[src/tosm_pkg.sv]
// shared constants, codes and transaction types for the timestamp ordered stream merge
package tosm_pkg;

  localparam int LANES      = 8;
  localparam int LANE_IDX_W = (LANES > 1) ? $clog2(LANES) : 1;
  localparam int LANE_W     = 3;
  localparam int KIND_W     = 2;
  localparam int STATUS_W   = 2;
  localparam int TS_W       = 64;
  localparam int TAG_W      = 32;
  localparam int QCOUNT_W   = 2;

  localparam logic [LANE_IDX_W-1:0] LAST_LANE = LANE_IDX_W'(LANES - 1);

  localparam logic [KIND_W-1:0] KIND_OFFER  = 2'd0;
  localparam logic [KIND_W-1:0] KIND_END    = 2'd1;
  localparam logic [KIND_W-1:0] KIND_ATTACH = 2'd2;

  localparam logic [STATUS_W-1:0] STATUS_EMIT = 2'd0;
  localparam logic [STATUS_W-1:0] STATUS_END  = 2'd1;
  localparam logic [STATUS_W-1:0] STATUS_ERR  = 2'd2;

  localparam logic signed [TS_W-1:0] TS_MAX = 64'sh7FFF_FFFF_FFFF_FFFF;
  localparam logic signed [TS_W-1:0] TS_MIN = 64'sh8000_0000_0000_0000;

  localparam logic [QCOUNT_W-1:0] QUEUE_DEPTH = 2'd2;

  // decoded operation handed from front to back
  typedef enum logic [1:0] {
    OP_NONE,
    OP_OFFER,
    OP_END,
    OP_ATTACH
  } op_t;

  typedef struct packed {
    op_t                    op;
    logic [LANE_IDX_W-1:0]  lane;
    logic signed [TS_W-1:0] ts;
    logic                   timed;
    logic                   absolute;
    logic [TAG_W-1:0]       tag;
  } cmd_t;

  typedef struct packed {
    logic [STATUS_W-1:0]    status;
    logic [LANE_W-1:0]      lane;
    logic signed [TS_W-1:0] ts;
    logic [TAG_W-1:0]       tag;
  } res_t;

endpackage

[src/tosm_front.sv]
// front end: accepts input transactions, decodes them and queues commands for the back end
module tosm_front (
  input  logic                           clk,
  input  logic                           rst,
  input  logic                           push,
  output logic                           full,
  input  logic [tosm_pkg::KIND_W-1:0]    kind,
  input  logic [tosm_pkg::LANE_W-1:0]    lane,
  input  logic signed [tosm_pkg::TS_W-1:0] timestamp,
  input  logic                           has_time,
  input  logic                           clock_absolute,
  input  logic [tosm_pkg::TAG_W-1:0]     item_tag,
  output logic                           cmd_valid,
  output tosm_pkg::cmd_t                 cmd,
  input  logic                           cmd_pop
);
  import tosm_pkg::*;

  cmd_t                cmd_in;
  cmd_t                q [2];
  logic                wr_ptr;
  logic                rd_ptr;
  logic [QCOUNT_W-1:0] count;
  logic                do_push;
  logic                lane_ok;

  // decode kind and lane range into an operation
  always_comb begin
    lane_ok         = int'(lane) < LANES;
    cmd_in.lane     = LANE_IDX_W'(lane);
    cmd_in.ts       = timestamp;
    cmd_in.timed    = has_time;
    cmd_in.absolute = clock_absolute;
    cmd_in.tag      = item_tag;
    cmd_in.op       = OP_NONE;
    if (lane_ok) begin
      unique case (kind)
        KIND_OFFER:  cmd_in.op = OP_OFFER;
        KIND_END:    cmd_in.op = OP_END;
        KIND_ATTACH: cmd_in.op = OP_ATTACH;
        default:     cmd_in.op = OP_NONE;
      endcase
    end
  end

  assign full      = (count == QUEUE_DEPTH);
  assign do_push   = push && !full;
  assign cmd_valid = (count != '0);
  assign cmd       = q[rd_ptr];

  // queue pointers and fill level
  always_ff @(posedge clk) begin
    if (rst) begin
      wr_ptr <= 1'b0;
      rd_ptr <= 1'b0;
      count  <= '0;
    end else begin
      if (do_push) wr_ptr <= ~wr_ptr;
      if (cmd_pop) rd_ptr <= ~rd_ptr;
      count <= count + QCOUNT_W'(do_push) - QCOUNT_W'(cmd_pop);
    end
  end

  // queue storage
  always_ff @(posedge clk) begin
    if (do_push) q[wr_ptr] <= cmd_in;
  end

endmodule

[src/tosm_back.sv]
// back end: lane state, head storage, youngest head scan and error tracking
module tosm_back (
  input  logic                             clk,
  input  logic                             rst,
  input  logic                             cfg_we,
  input  logic                             cfg_data,
  input  logic                             cmd_valid,
  input  tosm_pkg::cmd_t                   cmd,
  output logic                             cmd_pop,
  input  logic [tosm_pkg::QCOUNT_W-1:0]    res_count,
  output logic                             res_push,
  output tosm_pkg::res_t                   res_data
);
  import tosm_pkg::*;

  typedef enum logic [1:0] {
    S_IDLE,
    S_CHECK,
    S_SCAN,
    S_FINAL
  } state_t;

  state_t                 state;
  logic [LANES-1:0]       live;
  logic [LANES-1:0]       holds;
  logic signed [TS_W-1:0] head_time [LANES];
  logic [TAG_W-1:0]       head_tag [LANES];
  logic [LANES-1:0]       head_timed;
  logic [LANES-1:0]       head_abs;
  logic signed [TS_W-1:0] last_time;
  logic                   error_seen;
  logic                   allow_rel;

  logic [LANE_IDX_W-1:0]  idx;
  logic [LANE_IDX_W-1:0]  pick;
  logic signed [TS_W-1:0] best;
  logic [TAG_W-1:0]       best_tag;
  logic                   rel_err;

  logic                   res_room;
  logic [LANES-1:0]       lane_bit;
  logic [LANES-1:0]       live_after_end;
  logic signed [TS_W-1:0] scan_t;
  logic                   scan_rel_bad;
  logic                   scan_take;
  logic                   head_write;

  // room for one result, counting a push still on its way
  assign res_room = (res_count == '0) || ((res_count == QCOUNT_W'(1)) && !res_push);
  assign cmd_pop  = (state == S_IDLE) && cmd_valid && res_room;

  assign lane_bit       = {{(LANES-1){1'b0}}, 1'b1} << cmd.lane;
  assign live_after_end = live & ~lane_bit;

  // one lane per cycle: effective time and checks of the scanned head
  assign scan_t       = head_timed[idx] ? head_time[idx] : last_time;
  assign scan_rel_bad = live[idx] && head_timed[idx] && !allow_rel && !head_abs[idx];
  assign scan_take    = live[idx] && (scan_t <= best);

  assign head_write = cmd_pop && !error_seen && (cmd.op == OP_OFFER) && live[cmd.lane];

  // head storage
  always_ff @(posedge clk) begin
    if (head_write) begin
      head_time[cmd.lane]  <= cmd.ts;
      head_tag[cmd.lane]   <= cmd.tag;
      head_timed[cmd.lane] <= cmd.timed;
      head_abs[cmd.lane]   <= cmd.absolute;
    end
  end

  // control state machine and result register
  always_ff @(posedge clk) begin
    if (rst) begin
      state      <= S_IDLE;
      live       <= '0;
      holds      <= '0;
      last_time  <= TS_MIN;
      error_seen <= 1'b0;
      allow_rel  <= 1'b0;
      res_push   <= 1'b0;
    end else begin
      res_push <= 1'b0;
      if (cfg_we) allow_rel <= cfg_data;
      unique case (state)
        S_IDLE: begin
          if (cmd_pop) begin
            if (error_seen) begin
              res_push <= 1'b1;
              res_data <= '{status: STATUS_ERR, lane: '0, ts: '0, tag: '0};
            end else begin
              unique case (cmd.op)
                OP_ATTACH: begin
                  live[cmd.lane]  <= 1'b1;
                  holds[cmd.lane] <= 1'b0;
                end
                OP_OFFER: begin
                  if (live[cmd.lane]) begin
                    holds[cmd.lane] <= 1'b1;
                    state           <= S_CHECK;
                  end
                end
                OP_END: begin
                  if (live[cmd.lane]) begin
                    live            <= live_after_end;
                    holds[cmd.lane] <= 1'b0;
                    if (live_after_end == '0) begin
                      res_push <= 1'b1;
                      res_data <= '{status: STATUS_END, lane: '0, ts: '0, tag: '0};
                    end else begin
                      state <= S_CHECK;
                    end
                  end
                end
                OP_NONE: begin
                end
              endcase
            end
          end
        end
        // every live lane must hold a head before a scan
        S_CHECK: begin
          if ((live == '0) || ((live & ~holds) != '0)) begin
            state <= S_IDLE;
          end else begin
            idx     <= '0;
            pick    <= '0;
            best    <= TS_MAX;
            rel_err <= 1'b0;
            state   <= S_SCAN;
          end
        end
        // later lanes win ties through the inclusive compare
        S_SCAN: begin
          if (scan_rel_bad) rel_err <= 1'b1;
          if (scan_take) begin
            best     <= scan_t;
            pick     <= idx;
            best_tag <= head_tag[idx];
          end
          if (idx == LAST_LANE) begin
            state <= S_FINAL;
          end else begin
            idx <= idx + LANE_IDX_W'(1);
          end
        end
        // emit the winner or raise the sticky error
        S_FINAL: begin
          res_push <= 1'b1;
          if (rel_err || !(last_time <= best)) begin
            error_seen <= 1'b1;
            res_data   <= '{status: STATUS_ERR, lane: '0, ts: '0, tag: '0};
          end else begin
            holds[pick] <= 1'b0;
            last_time   <= best;
            res_data    <= '{status: STATUS_EMIT, lane: LANE_W'(pick), ts: best,
                             tag: best_tag};
          end
          state <= S_IDLE;
        end
      endcase
    end
  end

endmodule

[src/tosm_result_queue.sv]
// two-entry result queue between the back end and the result ports
module tosm_result_queue (
  input  logic                          clk,
  input  logic                          rst,
  input  logic                          push,
  input  tosm_pkg::res_t                din,
  output logic [tosm_pkg::QCOUNT_W-1:0] count,
  output logic                          empty,
  output tosm_pkg::res_t                dout,
  input  logic                          pop
);
  import tosm_pkg::*;

  res_t q [2];
  logic wr_ptr;
  logic rd_ptr;
  logic do_pop;

  assign empty  = (count == '0);
  assign do_pop = pop && !empty;
  assign dout   = q[rd_ptr];

  // pointers and fill level
  always_ff @(posedge clk) begin
    if (rst) begin
      wr_ptr <= 1'b0;
      rd_ptr <= 1'b0;
      count  <= '0;
    end else begin
      if (push)   wr_ptr <= ~wr_ptr;
      if (do_pop) rd_ptr <= ~rd_ptr;
      count <= count + QCOUNT_W'(push) - QCOUNT_W'(do_pop);
    end
  end

  // result storage
  always_ff @(posedge clk) begin
    if (push) q[wr_ptr] <= din;
  end

endmodule

[src/timestamp_ordered_stream_merge.sv]
// top level of the timestamp ordered stream merge
// an item whose scan runs passes the command queue, the check, the lane scan and the
//   final state before its result is queued; end of the last lane and error replies
//   are queued straight from the idle state; when the scan runs, the rate is set by the
//   one-lane-per-cycle youngest head scan, and no new command is taken until it is done
// reset: synchronous; clears lane flags, error, last time, config and both queues;
//   head storage is not cleared and needs no clearing pass
module timestamp_ordered_stream_merge (
  input  logic                               clk,
  input  logic                               rst,
  input  logic                               push,
  output logic                               full,
  input  logic [tosm_pkg::KIND_W-1:0]        kind,
  input  logic [tosm_pkg::LANE_W-1:0]        lane,
  input  logic signed [tosm_pkg::TS_W-1:0]   timestamp,
  input  logic                               has_time,
  input  logic                               clock_absolute,
  input  logic [tosm_pkg::TAG_W-1:0]         item_tag,
  output logic                               empty,
  input  logic                               pop,
  output logic [tosm_pkg::STATUS_W-1:0]      status,
  output logic [tosm_pkg::LANE_W-1:0]        out_lane,
  output logic signed [tosm_pkg::TS_W-1:0]   out_timestamp,
  output logic [tosm_pkg::TAG_W-1:0]         out_tag,
  input  logic                               cfg_valid,
  output logic                               cfg_ready,
  input  logic                               allow_relative_clock
);
  import tosm_pkg::*;

  cmd_t                cmd;
  logic                cmd_valid;
  logic                cmd_pop;
  logic                res_push;
  res_t                res_data;
  res_t                res_head;
  logic [QCOUNT_W-1:0] res_count;

  assign cfg_ready = 1'b1;

  // decode and command queue
  tosm_front u_front (
    .clk            (clk),
    .rst            (rst),
    .push           (push),
    .full           (full),
    .kind           (kind),
    .lane           (lane),
    .timestamp      (timestamp),
    .has_time       (has_time),
    .clock_absolute (clock_absolute),
    .item_tag       (item_tag),
    .cmd_valid      (cmd_valid),
    .cmd            (cmd),
    .cmd_pop        (cmd_pop)
  );

  // lane state and scan
  tosm_back u_back (
    .clk       (clk),
    .rst       (rst),
    .cfg_we    (cfg_valid && cfg_ready),
    .cfg_data  (allow_relative_clock),
    .cmd_valid (cmd_valid),
    .cmd       (cmd),
    .cmd_pop   (cmd_pop),
    .res_count (res_count),
    .res_push  (res_push),
    .res_data  (res_data)
  );

  // result queue
  tosm_result_queue u_res_q (
    .clk   (clk),
    .rst   (rst),
    .push  (res_push),
    .din   (res_data),
    .count (res_count),
    .empty (empty),
    .dout  (res_head),
    .pop   (pop)
  );

  assign status        = res_head.status;
  assign out_lane      = res_head.lane;
  assign out_timestamp = res_head.ts;
  assign out_tag       = res_head.tag;

  // a result is only pushed when the queue has room for it
  a_res_room: assert property (@(posedge clk) disable iff (rst)
    res_push |-> (res_count != QUEUE_DEPTH))
    else $error("result pushed into a full queue");

  // the back end only takes a command that is there
  a_cmd_pop: assert property (@(posedge clk) disable iff (rst)
    cmd_pop |-> cmd_valid)
    else $error("command popped from an empty queue");

  // the result queue is empty and the command queue not full right after reset
  a_reset_empty: assert property (@(posedge clk)
    $fell(rst) |-> (empty && !full))
    else $error("queues not cleared by reset");

endmodule

[config.mk]
export PLATFORM = sky130hd
export DESIGN_NAME = timestamp_ordered_stream_merge
export DESIGN_NICKNAME = d
export VERILOG_FILES = /design/src/tosm_pkg.sv /design/src/tosm_front.sv /design/src/tosm_back.sv /design/src/tosm_result_queue.sv /design/src/timestamp_ordered_stream_merge.sv
export SDC_FILE = /design/constraint.sdc
export NUM_CORES = 2
export LEC_CHECK = 0
export ABC_CLOCK_PERIOD_IN_PS = 15190
export BUFFER_PORTS_ARGS = -buffer_cell sky130_fd_sc_hd__buf_2
export CORE_ASPECT_RATIO = 1.4
export CORE_MARGIN = 8
export CORE_UTILIZATION = 49
export CTS_CLUSTER_SIZE = 24
export DETAILED_ROUTE_END_ITERATION = 7
export PLACE_DENSITY = 0.62
export SETUP_SLACK_MARGIN = 0.2
export SYNTH_ARGS = -nofsm -noshare
export SYNTH_HDL_FRONTEND = slang
export SYNTH_SLANG_ARGS = --single-unit
[constraint.sdc]
create_clock -name clk -period 15.19 [get_ports clk]
set_input_delay 2.2785 -clock clk [delete_from_list [all_inputs] [get_ports clk]]
set_output_delay 2.2785 -clock clk [all_outputs]
set_load 0.02 [all_outputs]
# Yosys cells after proc, flatten, opt, wreduce, memory -nomap -nowiden
# Memory sizes are Yosys's and may differ from the RTL's. A register that Yosys moved wholly into a read port is not among the register bits.
# Index checks and enable logic that the tools add are counted.
# totals
reg_bits,281
ramBits,1176
in_bits,109
output_inout_bits,104
wordCells,198
n_memories,4
# mem_list
memory,depth,width,rd,rd_clocked_by_memory_dff,write_ports,line_no,source
u_back.head_time,8,64,1,1,1,tosm_back.sv:26,logic signed [TS_W-1:0] head_time [LANES];
u_back.head_tag,8,32,1,1,1,tosm_back.sv:27,logic [TAG_W-1:0] head_tag [LANES];
u_front.q,2,103,1,1,1,tosm_front.sv:20,cmd_t q [2];
u_res_q.q,2,101,1,1,1,tosm_result_queue.sv:14,res_t q [2];
# op_classes
addsub,5
magnitude_cmp,7
eq_ne,28
shifts,1
muxes,69
bitwise,17
n_reduce_logical,44
# op_table
operator,count
$mux 101,6
$pmux 101 s2,1
$mux 64,3
$le 64x64->1,2
$pmux 64 s2,1
$mux 8,6
$and 8x8->8,4
$not 8->8,4
$pmux 8 s2,2
$pmux 8 s3,1
$mux 1,23
$bwmux 8,2
$logic_not 8->1,2
$or 8x8->8,2
$logic_and 1x1->1,14
$mux 2,7
$reduce_and 7->1,2
$bmux 1 s3,4
$eq 2x2->1 const B,6
$lt 3x4->1 const B,3
$mux 3,4
$ne 3x3->1 const B,4
$pmux 3 s2,2
$reduce_and 4->1,3
26 further kinds,63

# Longest topological paths before layout
# depth
word_depth,11
ltp_mapped,18
mapped_depth_nobuf,14

# By module
# From an unflattened synthesis, not the netlist that was laid out.
# hier_totals
cells_unflattened,3288
area_unflattened_um2,60423.0
# by_module_without_submodules
mod,n_inst,cells_each,area_each_um2,seq_area_each_um2
tosm_back,1,2597,44715.4,31430.1
tosm_result_queue,1,336,7971.4,6165.9
tosm_front,1,353,7724.9,6286.0
timestamp_ordered_stream_merge,1,2,11.3,0.0

# Worst setup path before layout
# No wires, ideal clock.
# synth_timing
path_type,reg2reg
from,register with a tool-made name
to,register u_back.head_abs[3] (enable)
setup_ns,0.675
arrival_ns,8.817
required_ns,14.515
path_slack_ns,5.698
path_stages_with_launch,10
n_path_buf,4
synth_period_minus_slack_ns,9.492
cell_sequence,dfxtp_1 > buf_2 > clkbuf_1 > clkbuf_1 > clkbuf_1 > mux2i_1 > inv_1 > ha_1 > nand3b_1 > nor3_1
# synth_rtl
element,line_no,source
end signal: indexed assignment,tosm_back.sv:68,head_abs[cmd.lane] <= cmd.absolute;
end: declaration,tosm_back.sv:29,logic [LANES-1:0] head_abs;

# Worst setup path in the final report
# layout_timing
from,register u_back.idx[1]
to,register u_back.best[35] (enable)
# layout_between
elab_chain_len,7
word_cells_on_any_way,9
classes_between,order compare: 1; eq/ne: 1; mux: 5; reduce/logical: 2
# layout_lines
element,line_no,source
start: declaration,tosm_back.sv:34,logic [LANE_IDX_W-1:0] idx;
start signal: assignment,tosm_back.sv:144,idx <= idx + LANE_IDX_W'(1);
$bmux 1 s3,tosm_back.sv:56,assign scan_t = head_timed[idx] ? head_time[idx] : last_time;
$mux 1 (not written as such),tosm_back.sv:56,
$mux 64,tosm_back.sv:56,
named net u_back.scan_t[63],tosm_back.sv:43,logic signed [TS_W-1:0] scan_t;
$le 64x64->1,tosm_back.sv:58,assign scan_take = live[idx] && (scan_t <= best);
$logic_and 1x1->1,tosm_back.sv:58,
$ne 2x1->1 (no source line),n/a,
$reduce_and 4->1 (no source line),n/a,
end signal: assignment,tosm_back.sv:137,best <= scan_t;
end: declaration,tosm_back.sv:36,logic signed [TS_W-1:0] best;
# The timed path passes the listed nets, and every way through them passes these cells. The select of a mux whose other input is x is not followed.
# A chain may end at the register's enable or synchronous reset.

==> impl_metrics.py <==
metrics = {
    "floorplanning": {
        "start_util_pct": 49.19,
        "io_pins": 213,
        "die-width_um": 309.8,
        "design.die.area_um2": 132300,
        "die_y_um": 427.3,
        "num_rows": 151,
        "core_um2": 120300,
    },
    "power_and_ir_drop": {
        "power_frac_clock_pct": 37.9,
        "total_power_mw": 9.287,
        "power.net_switching_mw": 2.123,
        "seq_power_share_pct": 52.8,
        "p_int_mw": 7.164,
        "pwr-share-comb_pct": 9.3,
        "power_leakage_nw": 22.65,
        "ir_drop_mv": 0.1940,
        "cellPowerDensity_nw_per_um2": 139.1,
        "swShare_pct": 22.86,
    },
    "global_route": {
        "grt.met1_usage_pct": 26.53,
        "grt_pass1_wl_mm": 187.0,
        "top_usage_layer": "met2",
        "grt_pass1_vias": 29920,
        "grt_start_max_net_pins": 87,
        "grt_use_total_pct": 18.91,
        "grt_overflow_total": 0,
        "grt_util_met3_pct": 3.339,
        "antenna_found_initial": 11,
        "grt_use_met2_pct": 30.54,
    },
    "synthesis": {
        "syn_nets": 3426,
        "synth-async-reset-ratio_pct": 0,
        "yosysTopAreaCell": "edfxtp_1",
        "synth-edff-count": 1396,
        "synthFlopType": "edfxtp_1",
        "yosys_warnings": 0,
        "synth_cells": 3175,
        "syn_area_um2": 59200,
        "yosys-top-cells-area": "edfxtp_1 71%, mux4_2 7.6%, mux2_2 4.5%",
        "ys_ff_latch": 1494,
        "synth_cell_types": 66,
        "synth_seq_area_share_pct": 74.13,
        "syn_area_per_cell_um2": 18.64,
        "yosysTopAreaCellShare_pct": 70.82,
    },
    "placement": {
        "gp_congestion": 0.8492,
        "dp_cells": 4899,
        "dp_hpwl_mm": 78.22,
        "portBuffers": 211,
    },
    "worst_setup_path": {
        "critPathBufInv": 4,
        "required_ps": 15580,
        "crit_family": "buffers and inverters",
        "timing.critical_path.mode_cell": "buf_4",
        "cpPeakStageDelay_ps": 780,
        "path_class": "reg2reg",
        "start_kind": "register",
        "path_cells": "buf_4, mux4_2, mux2i_4, buf_4, buf_4, o21ai_0, ha_1, nand4_1, nor4_1, nand4_1, a31oi_1, a211oi_1, o22a_1, a31oi_1, o21a_2, buf_4",
        "cp.arrival_ps": 7490,
        "cp_max_fo": 86,
        "crit_path_top_delay_cell": "buf_4",
        "cp-end-kind": "register",
    },
    "clock_tree": {
        "postCtsSetupRepairBufs": 0,
        "cts_max_level": 4,
        "path_clk_slew_ps": 60,
        "cts.sinks": 1494,
        "clock_latency_ps": 760,
        "cts_max_path_buffers": 3,
        "cts_tree": "yes",
        "cts_resized": 0,
        "cts_made_buffers": 141,
        "cts_root_buffer": "clkbuf_16",
        "hold_buffers": 0,
    },
    "sta": {
        "whs_ps": 444.3,
        "setup_violations": 0,
        "relSlewSlack_pct": 20.62,
        "period_minus_slack_ps": 7106,
        "fin_crit_sh_pct": 46.78,
        "fmax_mhz": 140.7,
        "clock_skew_ps": 24.16,
        "fin_tns_setup_ps": 0,
        "hold_viol": 0,
        "drv_slew": 0,
        "tightestPinTransition_ps": 1191,
        "rsz0062_at_grt": "no",
    },
    "status": {
        "outcome": "finished, final reports clean",
    },
    "finish": {
        "drive_gt1_share_pct": 27.91,
        "fin_cells": 5157,
        "areaGrowthSynthToFinish_pct": 12.80,
        "nNetsFinal": 3687,
        "layout_commonest_cell": "edfxtp_1",
        "mostFrequentLayoutCells": "1,396 x edfxtp_1, 239 x mux2_2, 210 x buf_2, 200 x mux4_2, 144 x clkbuf_16",
    },
    "detailed_routing": {
        "wl_per_cell_um": 24.37,
        "num_vias": 28750,
        "drtIter0Drc": 2153,
        "vias_per_cell": 5.576,
        "drcViolationCount": 0,
        "drt_pass1_iterations": 6,
        "wl_mm": 125.7,
        "ant_nets": 0,
    },
    "flow_run": {
        "cap_violations": 0,
    },
    "hold_path": {
        "hold_path_class": "reg2reg",
    },
}
cells by family (layout without fill, tap and decap cells):
family	Yosys count	after routing	share of synthesized area [%]
compound gates	250	250	2.560
mux	574	574	14.44
xor+xnor	8	8	0.1184
other cells	1	5	0.006335
fa+ha+maj	142	142	3.001
buf+inv	227	599	1.547
simple gates	479	479	4.198
flops	1494	1494	74.13
flip-flops by register name, indices dropped and copies added, names as in the netlist, 3 cells and up, named ones only:
register           cells
u_back.head_time     512
u_back.head_tag      256
u_front.q            206
u_res_q.q            202
u_back.res_data      101
u_back.best           64
u_back.last_time      64
u_back.best_tag       32
u_back.head_abs        8
u_back.head_timed      8
u_back.live            8
u_back.idx             3
u_back.pick            3
layout make-up:
| cell class | instances | area (um2) |
|---|---|---|
| inverters | 90 | 337.8 |
| repair buffers | 255 | 1389 |
| well taps | 1606 | 2009 |
| clock buffers | 174 | 3766 |
| clock inverters | 80 | 854.6 |
| diodes | 4 | 10.01 |
| fillers | 9154 | 53580 |
| flip-flops and latches | 1494 | 43900 |
| multi-input cells | 1454 | 14500 |
path summary, 6_finish.rpt:
path / depth (start not counted) / from / end / slack [ps]
max: 16 / u_back.idx[1]$_DFFE_PP_ / u_back.best[35]$_SDFFCE_PN1P_ / 8080
min reg2reg: 0 / u_back.res_data[78]$_SDFFCE_PN0P_ / u_res_q.q[1][78]$_DFFE_PP_ / 440
min: 0 / u_back.res_data[78]$_SDFFCE_PN0P_ / u_res_q.q[1][78]$_DFFE_PP_ / 440
max reg2reg: 16 / u_back.idx[1]$_DFFE_PP_ / u_back.best[35]$_SDFFCE_PN1P_ / 8080
power groups by stage:
stage / Clock (mW) / Sequential [mW] / Combinational, mW
2_1_floorplan: 0 / 4.96 / 0.594
3_3_place_gp: 0 / 4.99 / 0.846
3_5_place_dp: 0 / 5.00 / 0.879
4_1_cts: 3.60 / 4.91 / 0.884
5_1_grt: 3.76 / 4.92 / 0.941
6_report: 3.52 / 4.91 / 0.864
stage by stage:
stage / util, % / setup slack, ps / instance area (um2)
finish: 55.48 / 8084 / 66770
global route: 55.47 / 7423 / 66760
CTS: 55.47 / 7966 / 66760
detailed placement: 51.63 / 7992 / 62140
global placement: 51.63 / 8105 / 62140
floorplan: - / 5698 / 59200
Yosys cell counts (4+ instances only):
master and n:
a21oi_1 73, a32oi_1 8, xor2_1 4, a21o_1 22, clkbuf_2 4, and2_1 108, nor2_1 107, a311oi_1 8
nand2_1 100, dfxtp_1 98, a221oi_1 5, nor4_1 7, or2_2 63, xnor2_1 4, ha_1 142, o21ai_0 88
buf_4 4, mux4_2 200, o21a_1 4, o31ai_1 4, mux2_2 239, nand3_1 20, nand2b_1 4, clkbuf_1 93
nand4_1 26, nor2b_1 13, mux2i_1 135, a31oi_1 4, buf_1 26, a211oi_1 5, inv_1 90, o211ai_1 4
nand3b_1 4, buf_6 5, nor3_1 12, edfxtp_1 1396, buf_2 5
routing by layer:
metal  routed length, um  vias up
met5                   0        -
met4                2881        0
met3                6504      178
met2               59730      796
met1               56560    14760
li1                    -    13020
No activity file was read; power rests on OpenSTA's default activity.
